[config.mk]
export PLATFORM = sky130hd
export DESIGN_NAME = rbfe_mul
export DESIGN_NICKNAME = d
export VERILOG_FILES = /design/src/sv/rbfe_pkg.sv /design/src/sv/rbfe_mul.sv
export SDC_FILE = /design/constraint.sdc
export NUM_CORES = 1
export LEC_CHECK = 0
export BUFFER_PORTS_ARGS = -buffer_cell sky130_fd_sc_hd__buf_4
export CORE_MARGIN = 1.5
export CORE_UTILIZATION = 59
export CTS_CLUSTER_SIZE = 12
export DETAILED_ROUTE_END_ITERATION = 6
export PLACE_DENSITY_LB_ADDON = 0.3
export SLEW_MARGIN = 25
export SYNTH_ARGS = -nofsm -noshare
export SYNTH_HDL_FRONTEND = slang
export SYNTH_SLANG_ARGS = --single-unit
[constraint.sdc]
create_clock -name clk_i -period 6.8 [get_ports clk_i]
set_input_delay 1.36 -clock clk_i [delete_from_list [all_inputs] [get_ports clk_i]]
set_output_delay 1.36 -clock clk_i [all_outputs]
set_load 0.005 [all_outputs]
[src/sv/rbfe_pkg.sv]
// ----------------------------------------------------------------------------
// rbfe_pkg: shared types and constants for the radial blur frame engine
// Frame geometry, opcodes, item structs and sequencer states.
// ----------------------------------------------------------------------------
package rbfe_pkg;

  localparam int unsigned FrameWidth  = 320;
  localparam int unsigned FrameHeight = 200;
  localparam int unsigned Taps        = 8;
  localparam int unsigned HalfW       = FrameWidth / 2;
  localparam int unsigned HalfH       = FrameHeight / 2;
  localparam int unsigned HalfMax     = (HalfW > HalfH) ? HalfW : HalfH;
  localparam int unsigned FrameSize   = FrameWidth * FrameHeight;
  localparam int unsigned AddrW       = 16;
  localparam int unsigned TapW        = $clog2(Taps);
  localparam int unsigned DistW       = $clog2(HalfMax);
  localparam int unsigned OffW        = DistW + TapW;
  localparam int unsigned SumW        = 8 + TapW;
  localparam int unsigned ScaleW      = 17;
  localparam logic [ScaleW-1:0] OneQ16 = ScaleW'(65536);

  typedef enum logic [1:0] {
    OP_WRITE = 2'd0,
    OP_READ  = 2'd1,
    OP_BLUR  = 2'd2,
    OP_NOP   = 2'd3
  } opcode_e;

  typedef struct packed {
    logic [1:0]       opcode;
    logic [AddrW-1:0] address;
    logic [7:0]       pixel_in;
  } item_in_t;

  typedef struct packed {
    logic [7:0] pixel_out;
    logic [1:0] done_opcode;
  } item_out_t;

  typedef enum logic [3:0] {
    ST_IDLE,
    ST_RDWAIT,
    ST_POW,
    ST_OFF,
    ST_TAPRD,
    ST_TAPRD2,
    ST_SAMP,
    ST_SAMPW,
    ST_WR,
    ST_CLR,
    ST_DONE
  } state_e;

endpackage

[src/sv/rbfe_mul.sv]
// ----------------------------------------------------------------------------
// rbfe_mul: shared registered multiplier
// One 17x17 product a cycle, shifted right by 16 and registered.
// ----------------------------------------------------------------------------
module rbfe_mul (
  input  logic        clk_i,
  input  logic [16:0] a_i,
  input  logic [16:0] b_i,
  output logic [16:0] p_o
);
  import rbfe_pkg::*;

  logic [33:0] prod;
  logic [16:0] p_q;

  // form product and drop fraction
  assign prod = a_i * b_i;

  always_ff @(posedge clk_i) begin
    p_q <= prod[32:16];
  end

  assign p_o = p_q;

endmodule

==> results of run 1 <==
[cells in the mapped netlist, drive strengths merged, types with 5 or more instances]
cell type  count
inv          259
fa           221
nand2        183
and2         120
ha           102
clkbuf        36
a21oi         30
dfxtp         17
nor2          14
xnor2         12
a21o          11
o21a          11
o21ai         11
nor3           6
and3           5
[repair_timing]
| action | in CTS | in global routing |
|---|---|---|
| setup buffers | 0 | 0 |
| gates resized for setup | 0 | 2 |
| setup endpoints to repair | 0 | 2 |
[logic make-up after synthesis]
logic type / count (synthesis) / synth area share [%]
and+or+nand+nor: 346 / 17.53
adders and majority gates: 323 / 59.38
buffers and inverters: 295 / 11.53
AOI/OAI and AO/OA: 92 / 6.555
DFF: 17 / 3.545
xor gates and xnor gates: 16 / 1.460
[routing by layer]
layer | vias to the layer above | routed length, µm | track usage (%)
met5 | - | 0 | 0
met4 | 0 | 518 | 6.464
met3 | 43 | 1453 | 3.787
met2 | 273 | 10940 | 47.06
met1 | 3655 | 9128 | 37.74
li1 | 3309 | - | -
[worst max-delay path: cells and delay by family]
kind | cells | cell delay, ns
AO/OA/AOI/OAI | 3 | 0.73
XOR/XNOR | 1 | 0.22
adder cells (fa/ha/maj) | 7 | 3.28
buffers and inverters | 5 | 0.38
AND/OR/NAND/NOR | 3 | 0.74
[final cells by class]
class,instances,area [µm²],area share (%)
multi-input cells,777,8159,79.32
well taps,216,270.3,2.627
flip-flops and latches,17,340.3,3.309
inverters,259,972.2,9.451
clock buffers,4,78.83,0.7663
repair buffers,62,465.4,4.525
[worst max path at each step]
| stage | slack [ns] | end | depth (start not counted) |
|---|---|---|---|
| 6_report | 0.21 | p_o[13]$_DFF_P_ | 19 |
| 5_1_grt | 0.03 | p_o[14]$_DFF_P_ | 19 |
| 4_1_cts | 0.25 | p_o[14]$_DFF_P_ | 19 |
| 3_5_place_dp | 0.03 | p_o[14]$_DFF_P_ | 19 |
| 3_3_place_gp | 0.06 | p_o[14]$_DFF_P_ | 19 |
| 2_1_floorplan | 0.26 | p_o[14]$_DFF_P_ | 18 |
[layout by cell type (no fill, tap or decap), drive strengths merged, types with 5 or more instances in the layout]
| cell | count |
|---|---|
| nand2 | 183 |
| and3 | 5 |
| dfxtp | 17 |
| inv | 259 |
| and2 | 120 |
| a21o | 11 |
| ha | 102 |
| fa | 221 |
| nor2 | 14 |
| buf | 62 |
| xnor2 | 12 |
| a21oi | 30 |
| o21ai | 11 |
| o21a | 11 |
| nor3 | 6 |
[per-stage QoR]
stage          hold WS [ns]  setup slack, ns
2_1_floorplan         1.644           0.2638
3_3_place_gp          1.746          0.06136
3_5_place_dp          1.742          0.03240
4_1_cts               1.954           0.2476
5_1_grt               2.001          0.02531
6_report              1.949           0.2145
==> impl_results.md, run 1 <==
* Critical path startpoint category: input pin
* # rows at 46
* Number of clock sinks at 17
* GRT overflow at 0
* Number of buffers created by CTS at 3
* Routed vias/inst at 5.453
* Post-synthesis sequential element count at 17
* Antenna-violating nets left at 0
* Via count at between 7k and 8k
* Hold path endpoint: p_o[16]$_DFF_P_
* Final Slew Violations at 0
* H-tree Lvls at 1
* Worst Hold Path Cells at 6
* DIE AREA at ~17000 µm²
* Synth-to-Final Area Change at 7.142%
* Hold path startpoint: a_i[16]
* Seq/Total Area, Yosys at 3.545%
* Max_cap viols at 0
* GPL Wtd Cong at ~0.92
* Starting Density at between 60% and 70%
* TritonCTS clock tree: done
* Non-filler cells, final at 1335
* Number of synthesized flops with an enable pin at 0
* Synth Area per Inst at 8.816 µm²
* Synth area leaders: fa_1 (46%), ha_1 (13%), inv_1 (10%)
* Syn Inst Count at 1089
* Post-Route WL at 22040 µm
* Worst stage delay on the critical path at roughly 0.53 ns
* Prevailing post-synth register cell: dfxtp_1
* Layout cells sized above 1 at 6.256%
* CP max-delay cell: fa_1
* Final setup viols at 0
* Longest Clk Path Bufs at 2
* Final core utilization at between 60% and 70%
* IO Pins at 52
* Area post-placement at 10200 µm²
* Nets at 1478
* Die W at 130.6 µm
* Final TNS setup at 0 ns
* Count of final hold-check violations at 0
* Height of the die at 130.6 µm
* Worst slew pin tran at 0.5039 ns
* Post-route clock period utilization at between 90% and 100%
* Yosys top cell area share at ~46%
* Crit-path cells: buf_4, and2_1, fa_1, inv_1, fa_1, fa_1, inv_1, fa_1, fa_1, inv_1, fa_1, inv_1, ha_1, nand4_1, or3_1, a211oi_2, o21ai_2, a31oi_1, xor2_1
* Overall routing resource usage at 27.60%
* Finished Cell Area at 10290 µm²
* N_diodes at 0
* # port buffers at 51
* Critical path class: input pin to flip-flop
* DRC viols at 0
* Initial drt markers at about 480
* Total core area at 15890 µm²
* Fmax at between 150 and 200 MHz
* Synth area leader: fa_1
* Placed cell count at 1331
* Max reg flops at 17
* Cell area after synthesis at 9600 µm²
* Detailed-placement wirelength estimate at roughly 19000 µm
* Root Driver: clkbuf_16
* Largest net degree at the start of global routing at 18
* Clk pin slew, worst setup/hold paths at 0.05 ns
* Yosys cell types at 48
* RSZ-0062 raised after global routing: false
* Syn Nets at 1447
* Relative slew slack at 65.93%
* Outcome: completed
* Filler Cell Count at 1354
* Post-layout min period at 6.585 ns
* Hold Path Class: input pin to flip-flop
* Critical Path Source: a_i[8]
* Routed length per placed instance at 16.51 µm
* CP endpoint kind: flip-flop
* First-pass GRT wire length at between 30000 and 40000 µm
* CP most frequent cell: fa_1
* Crit Path Max Fanout at 17
* Data arrival time of the worst path at slightly below 7 ns
* Initial antenna violation count at 0
* Synth warn at 0
* Asr flop ratio synth at 0%
* CTS Hold Buffers Added at 0
* Detailed Routing Iterations Pass 1 at 7
* Number of global-route vias before repair at 7493
* CP required at 6.96 ns
Power of run 1 is not shown: default switching activity piles up to over one toggle a cycle in this logic, so the estimate is an artifact.
==> inputs of run 2 (changes only) <==
--- a/config.mk
+++ b/config.mk
@@ -5,6 +5,7 @@
 export SDC_FILE = /design/constraint.sdc
 export NUM_CORES = 1
 export LEC_CHECK = 0
+export ABC_AREA = 1
 export BUFFER_PORTS_ARGS = -buffer_cell sky130_fd_sc_hd__buf_4
 export CORE_MARGIN = 1.5
 export CORE_UTILIZATION = 59
==> run 2 against run 1 <==
  * Global-route usage up 0.52 points
  * Largest cell class unchanged
  * Via count up 15%
  * Critical path depth up 1
  * First-iteration DRC count increased by 2.7%
  * Non-clock buffer count is 11 lower
  * Wire length rose by 8.2%
==> impl_results.md, run 2 <==
* Outcome: completed
* Post-synth top cells: inv_1 (442), nand2_1 (434), fa_1 (221)
* Critical path startpoint category: input pin
* Max_cap viols at 0 (unchanged)
* Commonest non-fill, non-tap cell in the layout: inv_1
* Clk pin slew, worst setup/hold paths at 0.05 ns (about the same)
* Commonest non-fill, non-tap cells in the layout: inv_1 (442), nand2_1 (434), fa_1 (221)
* Prevailing post-synth register cell: dfxtp_1
* GR Util met2 at 48.22% (+1.2 points)
* Detailed Routing Iterations Pass 1 at 5 (-2)
* IO Pins at 52 (unchanged)
* Nets at 1779 (+20%)
* Initial drt markers at 494 (+2.7%)
* CP endpoint kind: flip-flop
* Longest Clk Path Bufs at 2 (unchanged)
* GRT overflow at 0 (unchanged)
* Worst slew pin tran at 0.5449 ns (+0.04100 ns)
* Synth warn at 0 (unchanged)
* Routing usage on met1 at 38.24% (+0.50 points)
* Via count at 8387 (+15%)
* Max reg flops at 17 (unchanged)
* Cell area after synthesis at 10380 µm² (+8.1%)
* Final Slew Violations at 0 (unchanged)
* Number of buffers created by CTS at 3 (unchanged)
* # rows at 48 (+4.3%)
* Total core area at 17240 µm² (+8.5%)
* Yosys cell types at 26 (-46%)
* Final TNS setup at 0 ns (unchanged)
* N_diodes at 0 (unchanged)
* Routed length per placed instance at 14.50 µm (-12%)
* GPL Wtd Cong at 0.9553 (+3.9%)
* Yosys top cell area share at 42.62% (-3.5 points)
* CTS resizes at 0 (unchanged)
* Met3 usage at 3.891% (+0.10 points)
* Post-route clock period utilization at 89.64% (-7.2 points)
* Hold path endpoint: p_o[16]$_DFF_P_
* Starting Density at 60.22% (-0.22 points)
* Synth Area per Inst at 7.249 µm² (-18%)
* CTS Hold Buffers Added at 0 (unchanged)
* Place WS at 0.4979 ns (+0.4655 ns)
* Largest net degree at the start of global routing at 18 (unchanged)
* Overall routing resource usage at 28.12% (+0.52 points)
* Post-layout min period at 6.096 ns (-0.4899 ns)
* Post-synthesis sequential element count at 17 (unchanged)
* Syn Nets at 1790 (+24%)
* DIE AREA at 18400 µm² (+7.9%)
* Number of clock sinks at 17 (unchanged)
* Antenna-violating nets left at 0 (unchanged)
* Number of synthesized flops with an enable pin at 0 (unchanged)
* Seq/Total Area, Yosys at 3.279% (-0.27 points)
* Worst setup margin at 0.7044 ns (+0.4899 ns)
* Postcts setup bufs at 0 (unchanged)
* RSZ-0062 raised after global routing: false
* DRC viols at 0 (unchanged)
* Root Driver: clkbuf_16
* Hold path startpoint: a_i[16]
* Synth area leader: fa_1
* Critical Path Source: b_i[2]
* # port buffers at 51 (unchanged)
* Count of final hold-check violations at 0 (unchanged)
* Crit Path Max Fanout at 17 (unchanged)
* Most frequent cell after synthesis: inv_1
* Worst Hold Path Cells at 9 (+3)
* Height of the die at 135.6 µm (+3.9%)
* CP required at 6.95 ns (about the same)
* Busiest layer in global routing: met2
* Hold Path Class: input pin to flip-flop
* Layout cells sized above 1 at 4.859% (-1.4 points)
* Detailed-placement wirelength estimate at 20770 µm (+11%)
* Post-Route WL at 23850 µm (+8.2%)
* Syn Inst Count at 1432 (+31%)
* TritonCTS clock tree: done
* Initial antenna violation count at 0 (unchanged)
* Area post-placement at 10790 µm² (+5.8%)
* Number of global-route vias before repair at 8473 (+13%)
* Die W at 135.6 µm (+3.9%)
* Critical path class: input pin to flip-flop
* Finished Cell Area at 10870 µm² (+5.7%)
* H-tree Lvls at 1 (unchanged)
* Relative slew slack at 63.29% (-2.6 points)
* Fmax at 164.1 MHz (+8.0%)
* Final setup viols at 0 (unchanged)
* Synth area leaders: fa_1 (43%), inv_1 (16%), nand2_1 (16%)
* Asr flop ratio synth at 0% (unchanged)
* Data arrival time of the worst path at 6.25 ns (-0.49 ns)
* Routed vias/inst at 5.098 (-6.5%)
* First-pass GRT wire length at 40730 µm (+11%)
* Synth-to-Final Area Change at 4.713%
* Final core utilization at 63.06% (-1.7 points)
## run 2: layer usage
layer,wire (µm),vias up
li1,-,3983
met1,9996,4070
met2,11880,303
met3,1666,31
met4,301,0
met5,0,-
## run 2: stage by stage
step                      hold WS, ns  cells
after global routing            2.017   1645
after floorplan                 1.644   1432
after CTS                       1.935   1645
after global placement          1.740   1641
final                           1.928   1645
after detailed placement        1.740   1641
## run 2: cells by family (layout without fill, tap and decap cells)
| kind of cell | count (synthesis) | in the layout | synth area share, % |
|---|---|---|---|
| fa+ha+maj | 323 | 323 | 54.92 |
| buf+inv | 509 | 497 | 18.43 |
| compound gates | 61 | 61 | 3.158 |
| xor+xnor | 6 | 6 | 0.5064 |
| flops | 17 | 17 | 3.279 |
| simple gates | 516 | 516 | 19.71 |
## run 2: layout make-up
cell class | instances | area [µm²]
timing repair buffer | 51 | 382.9
multi-input combinational | 906 | 8127
tap | 225 | 281.5
fill | 1548 | 6367
sequential | 17 | 340.3
clock buffer | 4 | 78.83
inverter | 442 | 1659
## run 2: critical path: stages
cell and delay (ns):
buf_4 0.21, nand2_1 0.13, fa_1 0.56, fa_1 0.52, fa_1 0.51, inv_1 0.06, fa_1 0.49, fa_1 0.55
inv_1 0.06, fa_1 0.48, inv_1 0.05, ha_1 0.33, a21oi_1 0.24, o21ai_0 0.22, nand2_1 0.10, nand2_1 0.06
a21oi_1 0.16, nand2_1 0.06, nand2_1 0.05, nand2_1 0.04
## run 2: worst max-delay path by stage
stage	end	slack [ns]
final	p_o[15]$_DFF_P_	0.70
after global routing	p_o[15]$_DFF_P_	0.43
after CTS	p_o[15]$_DFF_P_	0.74
after detailed placement	p_o[15]$_DFF_P_	0.50
after global placement	p_o[16]$_DFF_P_	0.51
after floorplan	p_o[12]$_DFF_P_	0.61
Power of run 2 is left out for the same reason.
